### src/lcs_pkg.sv
// ----------------------------------------------------------------------------
// lcs_pkg
// Shared types and constants for the longest common subsequence block.
// ----------------------------------------------------------------------------
package lcs_pkg;

    localparam int SYM_W     = 8;   // string byte
    localparam int LEN_W     = 6;   // length field on the result item
    localparam int S_TDATA_W = 8;   // symbol
    localparam int S_TUSER_W = 2;   // func, no_symbol
    localparam int M_TDATA_W = 16;  // symbol_res, length, zero pad
    localparam int M_TUSER_W = 2;   // has_symbol, overflow

    // tuser bit positions
    localparam int S_USER_FUNC = 0;
    localparam int S_USER_NONE = 1;
    localparam int M_USER_HAS  = 0;
    localparam int M_USER_OVF  = 1;

    // func codes
    localparam logic FUNC_SOURCE = 1'b0;
    localparam logic FUNC_TARGET = 1'b1;

    typedef enum logic [3:0] {
        ST_IDLE,
        ST_FILL_START,
        ST_FILL_RD,
        ST_FILL_CALC,
        ST_TB_START,
        ST_TB_LEN,
        ST_TB_RD_UP,
        ST_TB_RD_LF,
        ST_TB_STEP,
        ST_OUT_RD,
        ST_OUT_LOAD,
        ST_OUT_WAIT
    } state_t;

    typedef struct packed {
        logic match;   // source byte equals target byte
        logic up_gt;   // entry above strictly greater than entry to the left
    } cell_flags_t;

endpackage

### src/lcs_cell_unit.sv
// ----------------------------------------------------------------------------
// lcs_cell_unit
// Shared table cell: byte compare, max of up/left, diagonal increment.
// ----------------------------------------------------------------------------
module lcs_cell_unit #(
    parameter int VW = 6
) (
    input  logic [lcs_pkg::SYM_W-1:0] sym_a,
    input  logic [lcs_pkg::SYM_W-1:0] sym_b,
    input  logic [VW-1:0]             diag,
    input  logic [VW-1:0]             up,
    input  logic [VW-1:0]             left,
    output lcs_pkg::cell_flags_t      flags,
    output logic [VW-1:0]             value
);
    import lcs_pkg::*;

    always_comb begin
        flags.match = (sym_a == sym_b);
        flags.up_gt = (up > left);
        if (flags.match) begin
            value = diag + VW'(1);
        end else if (flags.up_gt) begin
            value = up;
        end else begin
            value = left;
        end
    end

endmodule

### config.mk
export PLATFORM = sky130hd
export DESIGN_NAME = lcs_cell_unit
export DESIGN_NICKNAME = d
export VERILOG_FILES = /design/src/lcs_pkg.sv /design/src/lcs_cell_unit.sv
export SDC_FILE = /design/constraint.sdc
export NUM_CORES = 1
export LEC_CHECK = 0
export BUFFER_PORTS_ARGS = -buffer_cell sky130_fd_sc_hd__buf_2
export CELL_PAD_IN_SITES_DETAIL_PLACEMENT = 1
export CELL_PAD_IN_SITES_GLOBAL_PLACEMENT = 1
export CORE_MARGIN = 2
export CORE_UTILIZATION = 22
export DETAILED_ROUTE_END_ITERATION = 10
export PLACE_DENSITY = 0.75
export SLEW_MARGIN = 20
export SYNTH_ARGS = -nofsm -noshare
export SYNTH_HDL_FRONTEND = slang
export SYNTH_SLANG_ARGS = --single-unit
### constraint.sdc
create_clock -name vclk -period 1.7
set_input_delay 0.255 -clock vclk [all_inputs]
set_output_delay 0.255 -clock vclk [all_outputs]
set_load 0.02 [all_outputs]
Yosys cells after proc, flatten, opt, wreduce, memory -nomap -nowiden
Index checks and enable logic that the tools add are counted.
{"block": "word_totals", "regBits": 0, "input_bits": 34, "output_inout_bits": 8}
{"block": "classes", "addsub": 1, "order_cmp": 1, "eq_ne": 1, "n_mux": 2}
{"op": "$mux W6", "n": 2}
{"op": "$eq A8 B8 Y1", "n": 1}
{"op": "$add A6 B1 Y6 const B", "n": 1}
{"op": "$gt A6 B6 Y1", "n": 1}

Longest topological paths before layout
Gate-level depths: netlist of run 1.
{"block": "depth", "depth_word": 3, "mapped_depth": 7, "ltp_nobuf": 7}

Worst setup path before layout of run 1
No wires, ideal clock.
{"block": "synth_path", "kind": "in2out", "startpoint": "input left[5]", "endpoint": "output value[5]", "t_arrival_ns": 1.784, "t_required_ns": 1.445, "setup_slack_ns": -0.339, "cell_stages": 7, "path_buffers": 0, "path_cell_list": "inv_1 ha_1 and4_4 o21ai_2 a32oi_4 mux2i_1 mux2i_1"}
{"element": "start, declared", "line": "lcs_cell_unit.sv:12", "source": "input logic [VW-1:0] left,"}
{"element": "end, declared", "line": "lcs_cell_unit.sv:14", "source": "output logic [VW-1:0] value"}

Final worst setup path of run 1
{"block": "layout_path", "startpoint": "input left[3]", "endpoint": "output value[4]"}
{"block": "layout_via", "elab_chain_cells": 3}
{"element": "$gt A6 B6 Y1", "line": "lcs_cell_unit.sv:20", "source": "flags.up_gt = (up > left);"}
{"element": "$mux W6", "line": "lcs_cell_unit.sv:23", "source": "end else if (flags.up_gt) begin"}
{"element": "$mux W6", "line": "lcs_cell_unit.sv:21", "source": "if (flags.match) begin"}
No other way between the ends.

==> impl_metrics.py, run 1 <==
metrics = {
    "global_routing": {
        "first_global_vias": 725,
        "antenna_found_initial": 0,
        "gr-total-overflow": 0,
        "track_usage": 0.145,
        "grt_pass1_wl_mm": 2.90,
        "grt_max_degree": 14,
    },
    "critical_path": {
        "worst_setup_path_end_kind": "primary output",
        "critPathTopFamily": "buffers and inverters",
        "path_buf_inv": 4,
        "path_cells": "buf_12 -> inv_8 -> ha_4 -> and4_4 -> o21ai_4 -> a32oi_4 -> buf_12 -> mux2i_1 -> a21oi_2 -> buf_2",
        "crit_path_start_kind": "input port",
        "cpPeakStageDelay_ps": 250,
        "cp.arrival_ps": 1790,
        "slowest_stage": "ha_4",
        "critical_path_class": "input port to primary output",
        "worstPathMaxFanout": 7,
        "crit_top_cell": "buf_12",
        "crit_required_ps": 1440,
    },
    "routing": {
        "route.detailed.drc": 0,
        "wl_per_cell_um": 11.1,
        "drt_wl_total_mm": 1.56,
        "num_vias": 637,
        "viasPerCell": 4.52,
        "drt_pass1_iterations": 1,
        "postRouteAntennaNets": 0,
        "drt_iter0_markers": 0,
    },
    "floorplanning": {
        "die_area_um2": 2410,
        "io_pins": 42,
        "rows": 16,
        "core_um2": 1940,
        "die_h_um": 49.1,
        "die_x_um": 49.1,
        "initial_core_util": 0.230,
    },
    "final_layout": {
        "final_cell_mix": "buf_2, buf_4, xor2_1",
        "synthToLayoutAreaGrowth_pct": 133,
        "final_common_cell": "buf_2",
        "final_cell_area_um2": 1040,
        "antenna_cells": 0,
        "final.clkbuf_count": 0,
        "n_fill_cell": 239,
        "seq_cell_count": 0,
        "regArea_um2": 0,
        "nets": 157,
        "fin_util": 0.536,
        "multi_input_area_um2": 549,
        "drive_above_1_share": 0.693,
    },
    "pwr": {
        "peakVddDrop_v": 0.000146,
        "powerDensity_nw_per_um2": 321,
        "leakage_uw": 0.000498,
    },
    "logic_synthesis": {
        "syn_area_um2": 447,
        "synth.area.top_cells": "ha_1, xor2_1, mux2i_1",
        "ys_seq_area_frac": 0,
        "syn-num-nets": 100,
        "avgSynthCellArea_um2": 7.57,
        "synth_top_area_frac": 0.196,
        "yosysWarnings": 0,
        "netlist_instances": 59,
        "synth_top_cell_by_area": "ha_1",
        "synth.distinct_cells": 18,
    },
    "timing": {
        "whs_ps": 881,
        "rsz0062_at_grt": "yes",
        "setup_tns_ps": -1900,
        "slew_violations": 0,
        "finalHoldViolCount": 0,
        "worst_slew_pin_slew_ps": 245,
        "fmax_mhz": 489,
        "final-setup-viol-count": 7,
        "finalCritPeriodShare": 1.20,
        "setup_slack_ps": -346,
        "slew_headroom": 0.835,
        "layout_min_cycle_time_ps": 2050,
    },
    "run_status": {
        "status": "complete, but fails checks",
        "violations": "setup timing",
    },
    "clocking": {
        "hold_buffers": 0,
    },
    "placement": {
        "place_hpwl_mm": 1.38,
        "place.gp.congestion": 0.697,
        "port-buffer-count": 42,
        "dp_slack_ps": -438,
        "placed_area_um2": 851,
    },
    "job": {
        "drv_cap": 0,
    },
    "min_path": {
        "hold_path_class": "input port to primary output",
    },
}
-- per-stage QoR --
step           instances  total power [uW]
2_1_floorplan         59               138
3_3_place_gp         138               243
3_5_place_dp         138               253
4_1_cts              139               305
5_1_grt              141               363
6_report             141               334
-- path summary, 6_finish.rpt --
path | start | endpoint | slack (ps) | cells after the start
setup / recovery | left[3] | value[4] | -350 | 10
hold / removal | diag[0] | value[0] | 880 | 3
-- worst min-delay path, stage by stage --
cell,delay (ps)
buf_2,110
o221ai_2,120
buf_6,140
-- logic make-up (layout without fill, tap and decap cells) --
| kind of cell | after synthesis | after routing | synth area share |
|---|---|---|---|
| AO/OA/AOI/OAI | 9 | 9 | 0.174 |
| buffers and inverters | 8 | 63 | 0.0672 |
| adder cells (fa/ha/maj) | 7 | 7 | 0.196 |
| AND/OR/NAND/NOR | 17 | 17 | 0.193 |
| multiplexers | 6 | 6 | 0.134 |
| XOR/XNOR | 12 | 12 | 0.235 |
-- synthesized netlist by cell type --
cell type  instances
a21o_1             1
a21oi_1            5
a32oi_4            1
and2_1             1
and4_4             1
clkbuf_1           1
ha_1               7
inv_1              7
mux2i_1            6
nand2_1            3
nand3_1            4
nor2_1             5
nor2b_1            1
nor4_1             2
o21ai_2            1
o221ai_1           1
xnor2_1            3
xor2_1             9
-- per-layer routing --
metal | share of wire | track usage | up-vias
met3 | 0.078 | 0.00920 | 0
met2 | 0.57 | 0.318 | 33
met5 | 0 | 0 | -
met4 | 0 | 0 | 0
li1 | - | - | 319
met1 | 0.35 | 0.154 | 285
-- report_power, final --
part           switching [uW]  total [uW]  internal [uW]  leakage (uW)
Sequential                  0           0              0             0
Clock                       0           0              0             0
Combinational             145         334            189      0.000498
Total                     145         334            189      0.000498
-- area by class of cell --
cell class	count	area share
Multi-Input combinational cell	51	0.528
Timing Repair Buffer	56	0.400
Inverter	7	0.0397
Tap cell	27	0.0325
-- what timing repair did --
item	4_1_cts	5_1_grt
pin swaps	6	3
resized for setup	25	12
setup buffers	1	2
endpoints found under the setup margin	7	7
cloned	0	0
(Power assumes the default switching activity.)
==> run 2, diff against run 1 <==
--- a/config.mk
+++ b/config.mk
@@ -5,13 +5,14 @@
 export SDC_FILE = /design/constraint.sdc
 export NUM_CORES = 1
 export LEC_CHECK = 0
+export ABC_AREA = 1
 export BUFFER_PORTS_ARGS = -buffer_cell sky130_fd_sc_hd__buf_2
 export CELL_PAD_IN_SITES_DETAIL_PLACEMENT = 1
 export CELL_PAD_IN_SITES_GLOBAL_PLACEMENT = 1
 export CORE_MARGIN = 2
-export CORE_UTILIZATION = 22
+export CORE_UTILIZATION = 24
 export DETAILED_ROUTE_END_ITERATION = 10
-export PLACE_DENSITY = 0.75
+export PLACE_DENSITY = 0.77
 export SLEW_MARGIN = 20
 export SYNTH_ARGS = -nofsm -noshare
 export SYNTH_HDL_FRONTEND = slang
==> run 2 against run 1 <==
  * The run still ends with setup timing left
  * Die area increased by 14%
  * Global-route usage decreased by 0.20 points
  * Setup slack improved by 320 ps
  * Cell area increased by 7.5%
  * Sequential share of layout area unchanged
  * Via count increased by 25%
  * Hold slack improved by 13 ps
  * Synthesized cell count increased by 68%
  * Critical endpoint is now value[2]
  * Critical path depth increased by 2
  * Utilization decreased by 3.0 points
  * Largest power group unchanged
  * Combinational power increased by 8.7%
==> impl_metrics.py, run 2 <==
metrics = {
    "timing": {
        "layout_min_cycle_time_ps": 1720,
        "worst_slew_pin_slew_ps": 168,
        "finalCritPeriodShare": 1.01,
        "finalHoldViolCount": 0,
        "slew_headroom": 0.888,
        "slew_violations": 0,
        "rsz0062_at_grt": "yes",
        "fmax_mhz": 580,
        "setup_tns_ps": -58.8,
        "setup_slack_ps": -24.0,
        "final-setup-viol-count": 5,
    },
    "placement": {
        "port-buffer-count": 42,
        "place_hpwl_mm": 1.61,
        "dp_cells": 176,
        "place.gp.congestion": 0.804,
    },
    "routing": {
        "drt_wl_total_mm": 2.03,
        "drt_iter0_markers": 1,
        "route.detailed.drc": 0,
        "viasPerCell": 4.40,
        "drt_pass1_iterations": 2,
        "wl_per_cell_um": 11.2,
        "num_vias": 797,
        "postRouteAntennaNets": 0,
    },
    "critical_path": {
        "crit_path_start_kind": "input port",
        "worst_setup_path_end_kind": "primary output",
        "worstPathMaxFanout": 7,
        "critical_path_class": "input port to primary output",
        "crit_required_ps": 1440,
        "cp.arrival_ps": 1470,
    },
    "floorplanning": {
        "rows": 17,
        "initial_core_util": 0.255,
        "die_h_um": 52.5,
        "die_area_um2": 2760,
        "core_um2": 2210,
        "io_pins": 42,
        "die_x_um": 52.5,
    },
    "final_layout": {
        "seq_cell_count": 0,
        "drive_above_1_share": 0.569,
        "synthToLayoutAreaGrowth_pct": 98.2,
        "antenna_cells": 0,
        "final_cell_mix": "buf_2, nand2_1, inv_1",
        "regArea_um2": 0,
        "fin_cells": 181,
        "final.clkbuf_count": 0,
        "nets": 196,
        "final_common_cell": "buf_2",
    },
    "logic_synthesis": {
        "yosysMostFrequentCell": "nand2_1",
        "netlist_instances": 99,
        "syn_area_um2": 564,
        "synth.distinct_cells": 15,
        "ys_seq_area_frac": 0,
        "yosysWarnings": 0,
        "synth_top_area_frac": 0.213,
        "synth.area.top_cells": "nand2_1, ha_1, inv_1",
        "synth_top_cell_by_area": "nand2_1",
        "yosys-top-cells-count": "nand2_1, inv_1, nand3_1",
        "avgSynthCellArea_um2": 5.70,
        "syn-num-nets": 140,
    },
    "pwr": {
        "peakVddDrop_v": 0.000163,
        "powerDensity_nw_per_um2": 324,
        "total_power_uw": 363,
        "leakage_uw": 0.000634,
    },
    "min_path": {
        "hold_path_class": "input port to primary output",
    },
    "clocking": {
        "hold_buffers": 0,
    },
    "run_status": {
        "status": "complete, but fails checks",
        "violations": "setup timing",
    },
    "global_routing": {
        "grt_pass1_wl_mm": 3.13,
        "gr-total-overflow": 0,
        "antenna_found_initial": 0,
        "first_global_vias": 778,
        "track_usage": 0.143,
        "grt_max_degree": 8,
    },
    "job": {
        "drv_cap": 0,
    },
}
-- run 2: area by class of cell --
cell class         count  area (um2)
multi-input cells     75         602
well taps             28        35.0
repair buffers        54         384
inverters             24        97.6
fillers              293        1090
-- run 2: through the flow --
step                setup WS, ps  hold slack [ps]   util  area (um2)
global placement           -69.5              891  0.390         862
floorplan                    156              708      -         564
CTS                        -11.0              903  0.475        1050
finish                     -24.0              895  0.506        1120
detailed placement          -110              908  0.390         862
global route                -103              936  0.506        1120
-- run 2: worst paths after layout --
check / startpoint / slack [ps] / endpoint / depth (start not counted)
hold / removal: diag[5] / 890 / value[5] / 5
setup / recovery: left[5] / -20 / value[2] / 12
-- run 2: cells by family (layout without fill, tap and decap cells) --
group | count (synthesis) | after routing | share of synthesized area
compound gates | 1 | 1 | 0.00886
simple gates | 57 | 57 | 0.521
buf+inv | 24 | 78 | 0.160
xor+xnor | 10 | 10 | 0.155
fa+ha+maj | 7 | 7 | 0.155
-- run 2: worst max-delay path: stages --
cell,delay (ps)
buf_6,80
inv_4,30
ha_4,280
nand2_4,50
nor2_4,140
nand2_2,80
nand3_4,120
nand2_8,90
nand2_2,70
nand3_1,70
nand2_1,90
buf_6,120
-- run 2: what timing repair did --
item                                    4_1_cts  5_1_grt
setup buffers                                 4        1
endpoints found under the setup margin        6        6
resized for setup                            35       16
pin swaps                                    13       11
-- run 2: routing by layer --
| layer | global-route usage | routed length, um |
|---|---|---|
| met4 | 0 | 0 |
| met3 | 0.00571 | 84 |
| met1 | 0.168 | 779 |
| met5 | 0 | 0 |
| met2 | 0.296 | 1160 |
-- run 2: where the power goes --
part	switching, uW	internal, uW
registers	0	0
logic	180	183
clock network	0	0
total	180	183
